## src/rtl/ofmp_pkg.sv

```systemverilog
// Shared types and constants for the order feed message parser.
package ofmp_pkg;

	localparam int unsigned HEADER_BYTES = 12;
	localparam int unsigned TIME_BYTES   = 8;

	// Type bytes of the message kinds.
	localparam logic [7:0] TYPE_NEW    = 8'h4E; // 'N'
	localparam logic [7:0] TYPE_CANCEL = 8'h43; // 'C'
	localparam logic [7:0] TYPE_TRADE  = 8'h54; // 'T'
	localparam logic [7:0] TYPE_MODIFY = 8'h4D; // 'M'
	localparam logic [7:0] TYPE_QUERY  = 8'h51; // 'Q'

	typedef enum logic [2:0] {
		K_HEADER = 3'd0,
		K_NEW    = 3'd1,
		K_CANCEL = 3'd2,
		K_TRADE  = 3'd3,
		K_MODIFY = 3'd4,
		K_QUERY  = 3'd5,
		K_ERROR  = 3'd6
	} kind_t;

	typedef enum logic [3:0] {
		PH_HEADER = 4'b0001,
		PH_TYPE   = 4'b0010,
		PH_BODY   = 4'b0100,
		PH_HALT   = 4'b1000
	} phase_t;

	typedef struct packed {
		kind_t       kind;
		logic [63:0] packet_time;
		logic [31:0] message_count;
		logic [63:0] price;
		logic [63:0] quantity;
		logic [31:0] symbol_id;
		logic [63:0] order_id;
		logic [7:0]  side_code;
		logic        last;
	} rec_t;

	// Byte position of the final body byte of each message kind.
	function automatic logic [4:0] body_last_index(input kind_t kind);
		logic [4:0] idx;
		case (kind)
			K_NEW:    idx = 5'd28;
			K_CANCEL: idx = 5'd7;
			K_TRADE:  idx = 5'd7;
			K_MODIFY: idx = 5'd23;
			default:  idx = 5'd3;
		endcase
		return idx;
	endfunction

endpackage

```

## src/rtl/ofmp_in_stage.sv

```systemverilog
// Input register stage: holds one feed byte until the parser takes it.
module ofmp_in_stage (
	input  logic       clk,
	input  logic       arst_n,
	input  logic       in_valid,
	output logic       in_ready,
	input  logic [7:0] in_byte,
	input  logic       advance,
	output logic       valid_s1,
	output logic [7:0] byte_s1
);

	assign in_ready = !valid_s1 || advance;

	always_ff @(posedge clk or negedge arst_n) begin
		if (!arst_n) begin
			valid_s1 <= 1'b0;
		end else if (in_ready) begin
			valid_s1 <= in_valid;
		end
	end

	always_ff @(posedge clk) begin
		if (in_ready && in_valid) begin
			byte_s1 <= in_byte;
		end
	end

endmodule

```

## src/rtl/ofmp_core.sv

```systemverilog
// Parser state, field shift registers and per-byte result decode.
module ofmp_core
	import ofmp_pkg::*;
(
	input  logic       clk,
	input  logic       arst_n,
	input  logic       step,
	input  logic [7:0] byte_s1,
	output logic       res_valid,
	output rec_t       res
);

	phase_t      phase_q, phase_d;
	logic [4:0]  idx_q, idx_d;
	kind_t       kind_q, kind_d;
	logic [31:0] left_q, left_d;
	logic [31:0] pcount_q, pcount_d;
	logic [63:0] time_q, time_d;
	logic [63:0] price_q, price_d;
	logic [63:0] qty_q, qty_d;
	logic [31:0] sym_q, sym_d;
	logic [63:0] order_q, order_d;
	logic [31:0] left_sh;
	logic        body_done;

	assign left_sh   = {byte_s1, left_q[31:8]};
	assign body_done = (idx_q == body_last_index(kind_q));

	always_comb begin
		phase_d   = phase_q;
		idx_d     = idx_q;
		kind_d    = kind_q;
		left_d    = left_q;
		pcount_d  = pcount_q;
		time_d    = time_q;
		price_d   = price_q;
		qty_d     = qty_q;
		sym_d     = sym_q;
		order_d   = order_q;
		res_valid = 1'b0;
		res       = '0;
		res.packet_time   = time_q;
		res.message_count = pcount_q;
		if (step) begin
			case (phase_q)
				PH_HEADER: begin
					if (idx_q < 5'(TIME_BYTES)) begin
						time_d = {byte_s1, time_q[63:8]};
					end else begin
						left_d = left_sh;
					end
					if (idx_q == 5'(HEADER_BYTES - 1)) begin
						idx_d             = '0;
						pcount_d          = left_sh;
						phase_d           = (left_sh == '0) ? PH_HEADER : PH_TYPE;
						res_valid         = 1'b1;
						res.kind          = K_HEADER;
						res.message_count = left_sh;
						res.last          = (left_sh == '0);
					end else begin
						idx_d = idx_q + 5'd1;
					end
				end
				PH_TYPE: begin
					idx_d   = '0;
					phase_d = PH_BODY;
					case (byte_s1)
						TYPE_NEW:    kind_d = K_NEW;
						TYPE_CANCEL: kind_d = K_CANCEL;
						TYPE_TRADE:  kind_d = K_TRADE;
						TYPE_MODIFY: kind_d = K_MODIFY;
						TYPE_QUERY:  kind_d = K_QUERY;
						default: begin
							// unknown type: report once, then drop all bytes
							phase_d   = PH_HALT;
							res_valid = 1'b1;
							res.kind  = K_ERROR;
							res.last  = 1'b1;
						end
					endcase
				end
				PH_BODY: begin
					case (kind_q)
						K_NEW: begin
							if (idx_q < 5'd8) begin
								price_d = {byte_s1, price_q[63:8]};
							end else if (idx_q < 5'd16) begin
								qty_d = {byte_s1, qty_q[63:8]};
							end else if (idx_q < 5'd20) begin
								sym_d = {byte_s1, sym_q[31:8]};
							end else if (idx_q < 5'd28) begin
								order_d = {byte_s1, order_q[63:8]};
							end
						end
						K_MODIFY: begin
							if (idx_q < 5'd8) begin
								price_d = {byte_s1, price_q[63:8]};
							end else if (idx_q < 5'd16) begin
								qty_d = {byte_s1, qty_q[63:8]};
							end else begin
								order_d = {byte_s1, order_q[63:8]};
							end
						end
						K_CANCEL, K_TRADE: begin
							order_d = {byte_s1, order_q[63:8]};
						end
						default: begin
							sym_d = {byte_s1, sym_q[31:8]};
						end
					endcase
					if (body_done) begin
						idx_d     = '0;
						left_d    = left_q - 32'd1;
						phase_d   = (left_q == 32'd1) ? PH_HEADER : PH_TYPE;
						res_valid = 1'b1;
						res.last  = (left_q == 32'd1);
						case (kind_q)
							K_NEW: begin
								res.kind      = K_NEW;
								res.price     = price_d;
								res.quantity  = qty_d;
								res.symbol_id = sym_d;
								res.order_id  = order_d;
								res.side_code = byte_s1;
							end
							K_MODIFY: begin
								res.kind     = K_MODIFY;
								res.price    = price_d;
								res.quantity = qty_d;
								res.order_id = order_d;
							end
							K_CANCEL, K_TRADE: begin
								res.kind     = kind_q;
								res.order_id = order_d;
							end
							default: begin
								res.kind      = K_QUERY;
								res.symbol_id = sym_d;
							end
						endcase
					end else begin
						idx_d = idx_q + 5'd1;
					end
				end
				default: begin
				end
			endcase
		end
	end

	always_ff @(posedge clk or negedge arst_n) begin
		if (!arst_n) begin
			phase_q  <= PH_HEADER;
			idx_q    <= '0;
			kind_q   <= K_HEADER;
			left_q   <= '0;
			pcount_q <= '0;
		end else begin
			phase_q  <= phase_d;
			idx_q    <= idx_d;
			kind_q   <= kind_d;
			left_q   <= left_d;
			pcount_q <= pcount_d;
		end
	end

	always_ff @(posedge clk) begin
		time_q  <= time_d;
		price_q <= price_d;
		qty_q   <= qty_d;
		sym_q   <= sym_d;
		order_q <= order_d;
	end

	a_halt_silent: assert property (@(posedge clk) disable iff (!arst_n)
		phase_q == PH_HALT |-> !res_valid)
		else $error("result produced while halted");

	a_halt_sticky: assert property (@(posedge clk) disable iff (!arst_n)
		phase_q == PH_HALT |=> phase_q == PH_HALT)
		else $error("parser left halt without reset");

	a_idx_range: assert property (@(posedge clk) disable iff (!arst_n)
		idx_q <= 5'd28)
		else $error("byte index beyond longest body");

	a_error_last: assert property (@(posedge clk) disable iff (!arst_n)
		res_valid && res.kind == K_ERROR |-> res.last && phase_d == PH_HALT)
		else $error("error result must end packet and halt");

	a_header_last: assert property (@(posedge clk) disable iff (!arst_n)
		res_valid && res.kind == K_HEADER |-> res.last == (res.message_count == '0))
		else $error("header last flag disagrees with count");

endmodule

```

## src/rtl/ofmp_out_reg.sv

```systemverilog
// Result register: holds one parsed record until the sink takes it.
module ofmp_out_reg
	import ofmp_pkg::*;
(
	input  logic clk,
	input  logic arst_n,
	input  logic load,
	input  rec_t rec_in,
	output logic free,
	output logic out_valid,
	input  logic out_ready,
	output rec_t rec_q
);

	assign free = !out_valid || out_ready;

	always_ff @(posedge clk or negedge arst_n) begin
		if (!arst_n) begin
			out_valid <= 1'b0;
		end else if (free) begin
			out_valid <= load;
		end
	end

	always_ff @(posedge clk) begin
		if (free && load) begin
			rec_q <= rec_in;
		end
	end

endmodule

```

## src/rtl/order_feed_message_parser.sv

```systemverilog
// Top level of the order feed message parser.
// Takes a market-feed stream one byte per word and emits one record per
// packet header (12 bytes: 8-byte timestamp, 4-byte message count, both
// little-endian) and one per complete message (type byte 'N', 'C', 'T',
// 'M' or 'Q' followed by its fixed little-endian body). Every record carries
// the current packet's timestamp and message count; fields a message kind
// does not have read as zero, and tlast marks the record that ends the
// packet (an empty packet's header, or its final message). An unknown type
// byte yields one error record with tlast set and the parser then drops
// every byte until reset. The block accepts one byte per cycle; the final
// byte of a message or header passes the input register and is then parsed
// into the result register, which holds the record until the sink takes it.
// The only thing that holds input back is a record waiting in the result
// register while the sink deasserts tready.
module order_feed_message_parser
	import ofmp_pkg::*;
(
	input  logic         clk,
	input  logic         arst_n,
	input  logic         s_axis_tvalid,
	output logic         s_axis_tready,
	input  logic [7:0]   s_axis_tdata,  // [7:0] data_byte
	output logic         m_axis_tvalid,
	input  logic         m_axis_tready,
	// [63:0] packet_time, [95:64] message_count, [159:96] price,
	// [223:160] quantity, [255:224] symbol_id, [319:256] order_id,
	// [327:320] side_code
	output logic [327:0] m_axis_tdata,
	output logic         m_axis_tlast,  // last_of_packet
	output logic [2:0]   m_axis_tuser   // [2:0] record_kind
);

	logic       valid_s1;
	logic [7:0] byte_s1;
	logic       advance;
	logic       out_free;
	logic       res_valid;
	rec_t       res;
	rec_t       rec_q;

	// Advance a byte only when the result register can take whatever it yields.
	assign advance = valid_s1 && out_free;

	ofmp_in_stage u_in (
		.clk      (clk),
		.arst_n   (arst_n),
		.in_valid (s_axis_tvalid),
		.in_ready (s_axis_tready),
		.in_byte  (s_axis_tdata),
		.advance  (advance),
		.valid_s1 (valid_s1),
		.byte_s1  (byte_s1)
	);

	ofmp_core u_core (
		.clk       (clk),
		.arst_n    (arst_n),
		.step      (advance),
		.byte_s1   (byte_s1),
		.res_valid (res_valid),
		.res       (res)
	);

	ofmp_out_reg u_out (
		.clk       (clk),
		.arst_n    (arst_n),
		.load      (res_valid),
		.rec_in    (res),
		.free      (out_free),
		.out_valid (m_axis_tvalid),
		.out_ready (m_axis_tready),
		.rec_q     (rec_q)
	);

	// Pack the record, first field in the lowest bits.
	assign m_axis_tdata = {rec_q.side_code, rec_q.order_id, rec_q.symbol_id,
		rec_q.quantity, rec_q.price, rec_q.message_count, rec_q.packet_time};
	assign m_axis_tlast = rec_q.last;
	assign m_axis_tuser = rec_q.kind;

endmodule
```

## config.mk

```make
export PLATFORM = sky130hd
export DESIGN_NAME = order_feed_message_parser
export DESIGN_NICKNAME = d
export VERILOG_FILES = /design/src/rtl/ofmp_pkg.sv /design/src/rtl/ofmp_in_stage.sv /design/src/rtl/ofmp_core.sv /design/src/rtl/ofmp_out_reg.sv /design/src/rtl/order_feed_message_parser.sv
export SDC_FILE = /design/constraint.sdc
export NUM_CORES = 1
export LEC_CHECK = 0
export BUFFER_PORTS_ARGS = -buffer_cell sky130_fd_sc_hd__buf_2
export CAP_MARGIN = 20
export CORE_MARGIN = 2
export CORE_UTILIZATION = 53
export CTS_CLUSTER_DIAMETER = 200
export DETAILED_ROUTE_END_ITERATION = 6
export PLACE_DENSITY = 0.8
export SYNTH_ARGS = -nofsm -noshare
export SYNTH_HDL_FRONTEND = slang
export SYNTH_SLANG_ARGS = --single-unit
```

## constraint.sdc

```tcl
create_clock -name clk -period 17.9 [get_ports clk]
set_clock_uncertainty 0.1 [all_clocks]
set_input_delay 0.895 -clock clk [delete_from_list [all_inputs] [get_ports clk]]
set_output_delay 0.895 -clock clk [all_outputs]
set_load 0.05 [all_outputs]
```

== After elaboration in Yosys (flattened, before gate mapping) ==
Index checks and enable logic that the tools add are counted.

* $mul: 0
* $lt $le $gt $ge: 4
* Equal/unequal tests: 18
* Reductions and logical operators: 26
* Multiplexer cells: 50
* Shift operators: 0
* Add/sub/neg operators: 2
* Bitwise logic cells: 3
* Divide/modulo/power cells: 0

{| class="wikitable"
|+ Operators by type and width
! cell !! count
|-
| $mux W64 || 12
|-
| $mux W265 || 1
|-
| $mux W32 || 8
|-
| $mux W233 || 1
|-
| $mux W232 || 1
|-
| $pmux W64 S3 || 1
|-
| $mux W128 || 1
|-
| $pmux W32 S2 || 2
|-
| $eq A8 B7 Y1 const B || 5
|-
| $eq A32 B1 Y1 const B || 1
|-
| $logic_not A32 Y1 || 1
|-
| $sub A32 B1 Y32 const B || 1
|-
| $pmux W5 S3 || 2
|-
| $reduce_and A4 Y1 || 5
|-
| $lt A5 B5 Y1 const B || 3
|-
| $pmux W3 S5 || 1
|-
| $mux W4 || 3
|-
| $pmux W4 S3 || 1
|-
| $mux W5 || 2
|-
| $pmux W3 S3 || 1
|-
| $mux W8 || 1
|-
| $eq A3 B2 Y1 const B || 2
|-
| $mux W3 || 2
|-
| $pmux W1 S3 || 2
|-
| other kinds (28) || 43
|}

* Output and inout port bits: 334
* Memory bits (read-only): 0
* Register bits: 706
* Logic and storage cells: 125
* Memories: 0
* Bits in writable memories: 0
* Latch bits: 0
* Bits of input ports: 12

== Longest topological paths before layout ==
* Depth in word-level cells: 10
* Gate-level depth with buffers: 8
* Mapped depth without buffers: 7

== Modules after synthesis ==
Synthesis repeated with hierarchy kept, for this count alone.

* Cell total of the unflattened synthesis: 1843
* Area total of the unflattened synthesis: 28377.2 um^2

{| class="wikitable"
|+ By module, submodules not included
! module !! instances !! cells each !! sequential area each (um^2) !! area an instance (um^2)
|-
| ofmp_core || 1 || 1494 || 10551.4 || 18053.6
|-
| ofmp_out_reg || 1 || 336 || 9994.6 || 10023.4
|-
| ofmp_in_stage || 1 || 12 || 265.3 || 294.0
|-
| order_feed_message_parser || 1 || 1 || 0.0 || 6.3
|}

== Worst setup path before layout ==
Ideal clock, no wire load.

* Path type: register to register
* From: register u_core.kind_q[2]
* To: register u_out.rec_q[0] (netlist name)
* Slack: -1.164 ns
* Library setup time: 1.136 ns
* Path buffers: 2
* Data arrival time: 17.828 ns
* Data required time: 16.664 ns
* Stages on the path, launching flop included: 8
* Period minus slack after synthesis: 19.064 ns
* Cells stage by stage: dfrtp_1 -> buf_2 -> or3b_1 -> mux2_2 -> a21oi_2 -> clkbuf_1 -> a21oi_1 -> a21oi_1

* Longest elaborated chain between the ends: 8
* Elaborated cells on any way between the ends: 11
* Those cells by class: 5 x eq/ne; 4 x mux; 2 x reduce/logical

{| class="wikitable"
|+ RTL lines
! element !! RTL line !! source
|-
| start, declared || ofmp_core.sv:15 || <nowiki>kind_t kind_q, kind_d;</nowiki>
|-
| start signal, assigned || ofmp_core.sv:161 || <nowiki>kind_q <= kind_d;</nowiki>
|-
| $eq A3 B2 Y1 || ofmp_pkg.sv:46 || <nowiki>case (kind)</nowiki>
|-
| $reduce_or A2 Y1 (no source line) || -- ||
|-
| $pmux W5 S3 (*) || ofmp_pkg.sv:46 ||
|-
| $eq A5 B5 Y1 (*) || ofmp_core.sv:27 || <nowiki>assign body_done = (idx_q == body_last_index(kind_q));</nowiki>
|-
| $mux W1 (*) || ofmp_core.sv:111 || <nowiki>if (body_done) begin</nowiki>
|-
| $pmux W1 S3 (*) || ofmp_core.sv:45 || <nowiki>case (phase_q)</nowiki>
|-
| $mux W1 (*) || ofmp_core.sv:44 || <nowiki>if (step) begin</nowiki>
|-
| $logic_and A1 B1 Y1 (*) || ofmp_out_reg.sv:26 || <nowiki>if (free && load) begin</nowiki>
|}

Every way passes the cells marked *; elsewhere a longest branch is shown, timed or not.
A chain may end at the register's enable or synchronous reset.

== Final worst setup path ==
* From: register u_core.kind_q[1]
* To: register u_out.rec_q[176] (netlist name)

* Longest elaborated chain between the ends: 8
* Elaborated cells on any way between the ends: 11
* Those cells by class: 5 x eq/ne; 4 x mux; 2 x reduce/logical

{| class="wikitable"
|+ RTL lines
! element !! RTL line
|-
| $eq A3 B2 Y1 || ofmp_pkg.sv:46
|-
| $reduce_or A2 Y1 (no source line) || --
|-
| $pmux W5 S3 (*) || ofmp_pkg.sv:46
|-
| $eq A5 B5 Y1 (*) || ofmp_core.sv:27
|-
| $mux W1 (*) || ofmp_core.sv:111
|-
| $pmux W1 S3 (*) || ofmp_core.sv:45
|-
| $mux W1 (*) || ofmp_core.sv:44
|-
| $logic_and A1 B1 Y1 (*) || ofmp_out_reg.sv:26
|}

Marks and branches as above.

==> impl_metrics.yaml <==
timing:
  rsz0062_at_grt: "false"
  worstMarginPinSlew_ps: 1137
  tns_ps: 0
  max_slew_margin_pct: 24.20
  clock.fmax_mhz: 225.4
  setup_viol: 0
  hold_ws_ps: 144.7
  slew_violations: 0
  fin_crit_ps: 4437
  min_period_over_period_pct: 24.79
  hold_violations: 0
global_routing:
  gr-total-overflow: 0
  antenna_found_initial: 0
  grtUsageTotal_pct: 23.28
  grt_pass1_wl_um: 101300
  grt_max_degree: 191
  grt_pass1_vias: 17105
clock_tree:
  numCtsBuffers: 71
  cts_tree: "yes"
  cts_resized: 0
  cts.path.max_buffers: 3
  post_cts_buffers: 0
  cts.sinks: 706
  cts-root-buf: "clkbuf_16"
  hold_buffers: 0
  path_clk_slew_ps: 70
  clkLatencyLatePin_ps: 630
  h-tree-depth: 3
critical_path:
  arrival_ps: 4580
  start_kind: "register"
  worstPathCellList: "or3b_1, mux2_2, a21oi_2, a21oi_1, a21oi_4, buf_4, buf_4"
  cp_max_fo: 76
  critPathBufInv: 2
  cp-end-kind: "register"
  crit_slowest_cell: "buf_4"
  cp_data_required_time_ps: 18040
  critPathMostFrequentCell: "buf_4"
  max_stage_delay_ps: 910
  crit_type: "reg -> reg"
  rrSetupSlack_ps: 13460
  path_delay_family: "buffers and inverters"
power_and_ir_drop:
  total_leakage_power_nw: 10.05
  power_density_nw_per_um2: 98.95
  finalPower_mw: 3.344
  ir_worst_vdd_mv: 0.06310
cells_and_area:
  regArea_um2: 20810
  drive_gt1_share_pct: 31.30
  area_growth_pct: 17.19
  fin_nets: 2241
  fill_cells: 3820
  multi_input_area_um2: 7605
  diodes: 0
place:
  place_congestion: 0.9230
  dp_hpwl_um: 42020
  io_buffers: 345
floorplan:
  io_pins: 346
  num_rows: 85
  initial_core_util_pct: 53.59
  die_w_um: 237.3
  die_y_um: 237.3
  die_area_um2: 56290
  core-area_um2: 53810
yosys:
  yosysSeqAreaShare_pct: 72.17
  ys.flop_type: "edfxtp_1"
  synth_seq_cells: 706
  synth-edff-count: 628
  yosysTopAreaCell: "edfxtp_1"
  synth_area_per_cell_um2: 15.20
  syn-num-nets: 1912
  yosys_warnings: 0
  synth_cells: 1897
  ys_top_cells_by_area: "edfxtp_1, mux2_2, dfrtp_1"
  async_flop_share_pct: 11.05
  synth_top_area_share_pct: 65.39
  synth_area_um2: 28840
  synth_cell_types: 82
route:
  via_per_inst: 5.963
  vias: 17769
  wl_per_cell_um: 22.40
  firstDrtPassIters: 6
  drtIter0Drc: 2325
  antenna_left: 0
  routed_wl_um: 66750
  drc: 0
status:
  outcome: "completed"
run:
  drv_cap: 0
hold_path:
  hp-class: "in -> async"
## registers in the layout (all words and copies together) (netlist names)
| register | flops |
|---|---|
| u_core.time_q | 64 |
| u_core.qty_q | 64 |
| u_core.left_q | 32 |
| u_in.byte_s1 | 8 |
| u_core.price_q | 64 |
| u_core.idx_q | 5 |
| u_core.phase_q | 4 |
| u_core.sym_q | 32 |
| u_core.order_q | 64 |
| u_core.kind_q | 3 |
| u_in.valid_s1 | 1 |
| u_out.out_valid | 1 |
| u_out.rec_q | 332 |
| u_core.pcount_q | 32 |
## worst paths after layout
| path | to | start | cells after the start |
|---|---|---|---|
| worst min register to register | u_out.rec_q[265]$_DFFE_PP_ | u_core.time_q[0]$_DFFE_PP_ | 0 |
| min in group clk | u_out.rec_q[265]$_DFFE_PP_ | u_core.time_q[0]$_DFFE_PP_ | 0 |
| worst max-delay path | u_out.rec_q[176]$_SDFFCE_PN0P_ | u_core.kind_q[1]$_DFFE_PN0P_ | 7 |
| max in group asynchronous | u_core.phase_q[0]$_DFFE_PN1P_ | arst_n | 2 |
| worst min-delay path | u_core.left_q[23]$_DFFE_PN0P_ | arst_n | 1 |
| worst max register to register | u_out.rec_q[176]$_SDFFCE_PN0P_ | u_core.kind_q[1]$_DFFE_PN0P_ | 7 |
## cells in the final DEF, fill, tap and decap left out, types with 6 or more instances in the layout
master,netlist,routed
nand3_1,28,28
clkinv_16,0,6
a31oi_1,13,13
o21ai_0,50,50
nor4_1,11,11
o21a_1,10,10
o31ai_1,13,13
o221ai_1,41,41
clkinv_2,0,16
and4_1,8,8
o211ai_1,11,11
nor3b_1,10,9
edfxtp_1,628,628
clkbuf_16,0,71
dfrtp_1,77,77
clkbuf_1,93,11
a21oi_1,50,48
o22ai_1,10,10
nand2_1,78,78
mux2_2,196,196
buf_2,17,345
nor3_1,23,22
bufinv_16,0,9
inv_1,12,12
or4_1,8,8
and2_1,9,9
buf_4,0,25
nor2_1,106,105
a22oi_1,42,42
nor2b_1,207,206
o311ai_0,6,6
clkinv_1,0,9
nand4_1,14,14
## routing by layer
| metal | GRT usage, % | share of wire [%] | wire (um) |
|---|---|---|---|
| met1 | 31.91 | 40 | 26690 |
| met3 | 4.308 | 8.3 | 5572 |
| met5 | 0 | 0 | 0 |
| met4 | 7.681 | 2.4 | 1584 |
| met2 | 37.96 | 49 | 32900 |
## worst reg2reg max path, cell delays in order, from the launching register on
cell     delay (ps)
dfrtp_1         760
or3b_1          530
mux2_2          450
a21oi_2         140
a21oi_1         120
a21oi_4         240
buf_4           720
buf_4           950
## logic make-up (layout without fill, tap and decap cells)
group | count (synthesis) | count (layout) | synth area share [%]
compound gates | 305 | 305 | 7.450
xor+xnor | 9 | 9 | 0.2733
fa+ha+maj | 3 | 3 | 0.1302
buf+inv | 130 | 517 | 1.770
flops | 706 | 706 | 72.17
mux | 198 | 198 | 7.736
simple gates | 546 | 546 | 10.47
## synthesized netlist by cell type (10+ instances only)
| cell | instances |
|---|---|
| nor2b_1 | 207 |
| o221ai_1 | 41 |
| nand4_1 | 14 |
| buf_2 | 17 |
| nor3b_1 | 10 |
| edfxtp_1 | 628 |
| o31ai_1 | 13 |
| a31oi_1 | 13 |
| nor4_1 | 11 |
| o22ai_1 | 10 |
| mux2_2 | 196 |
| nor2_1 | 106 |
| nor3_1 | 23 |
| o21ai_0 | 50 |
| nand2_1 | 78 |
| a21oi_1 | 50 |
| inv_1 | 12 |
| a22oi_1 | 42 |
| dfrtp_1 | 77 |
| o21a_1 | 10 |
| clkbuf_1 | 93 |
| o211ai_1 | 11 |
| nand3_1 | 28 |
## metrics by stage
stage | setup WS (ps) | instance area [um2] | cells | utilization (%)
floorplan | 6333 | 28840 | 1897 | -
global placement | 13660 | 31260 | 2845 | 58.09
detailed placement | 13500 | 31270 | 2847 | 58.11
CTS | 13470 | 33740 | 2978 | 62.70
global route | 13200 | 33800 | 2980 | 62.80
finish | 13460 | 33800 | 2980 | 62.80
## final cells by class
class | instances | share of cell area [%]
Timing Repair Buffer | 374 | 5.898
Multi-Input combinational cell | 1061 | 22.50
Clock buffer | 83 | 5.420
Sequential cell | 706 | 61.58
Tap cell | 696 | 2.577
Inverter | 12 | 0.1333
Clock inverter | 48 | 1.892
## power breakdown
part | switching (mW) | total, mW | internal (mW)
registers | 0.00767 | 1.78 | 1.77
clock network | 0.666 | 1.55 | 0.885
logic | 0.00918 | 0.0143 | 0.00514
total | 0.683 | 3.34 | 2.66
Note: power is estimated with default switching activity, not from simulation.
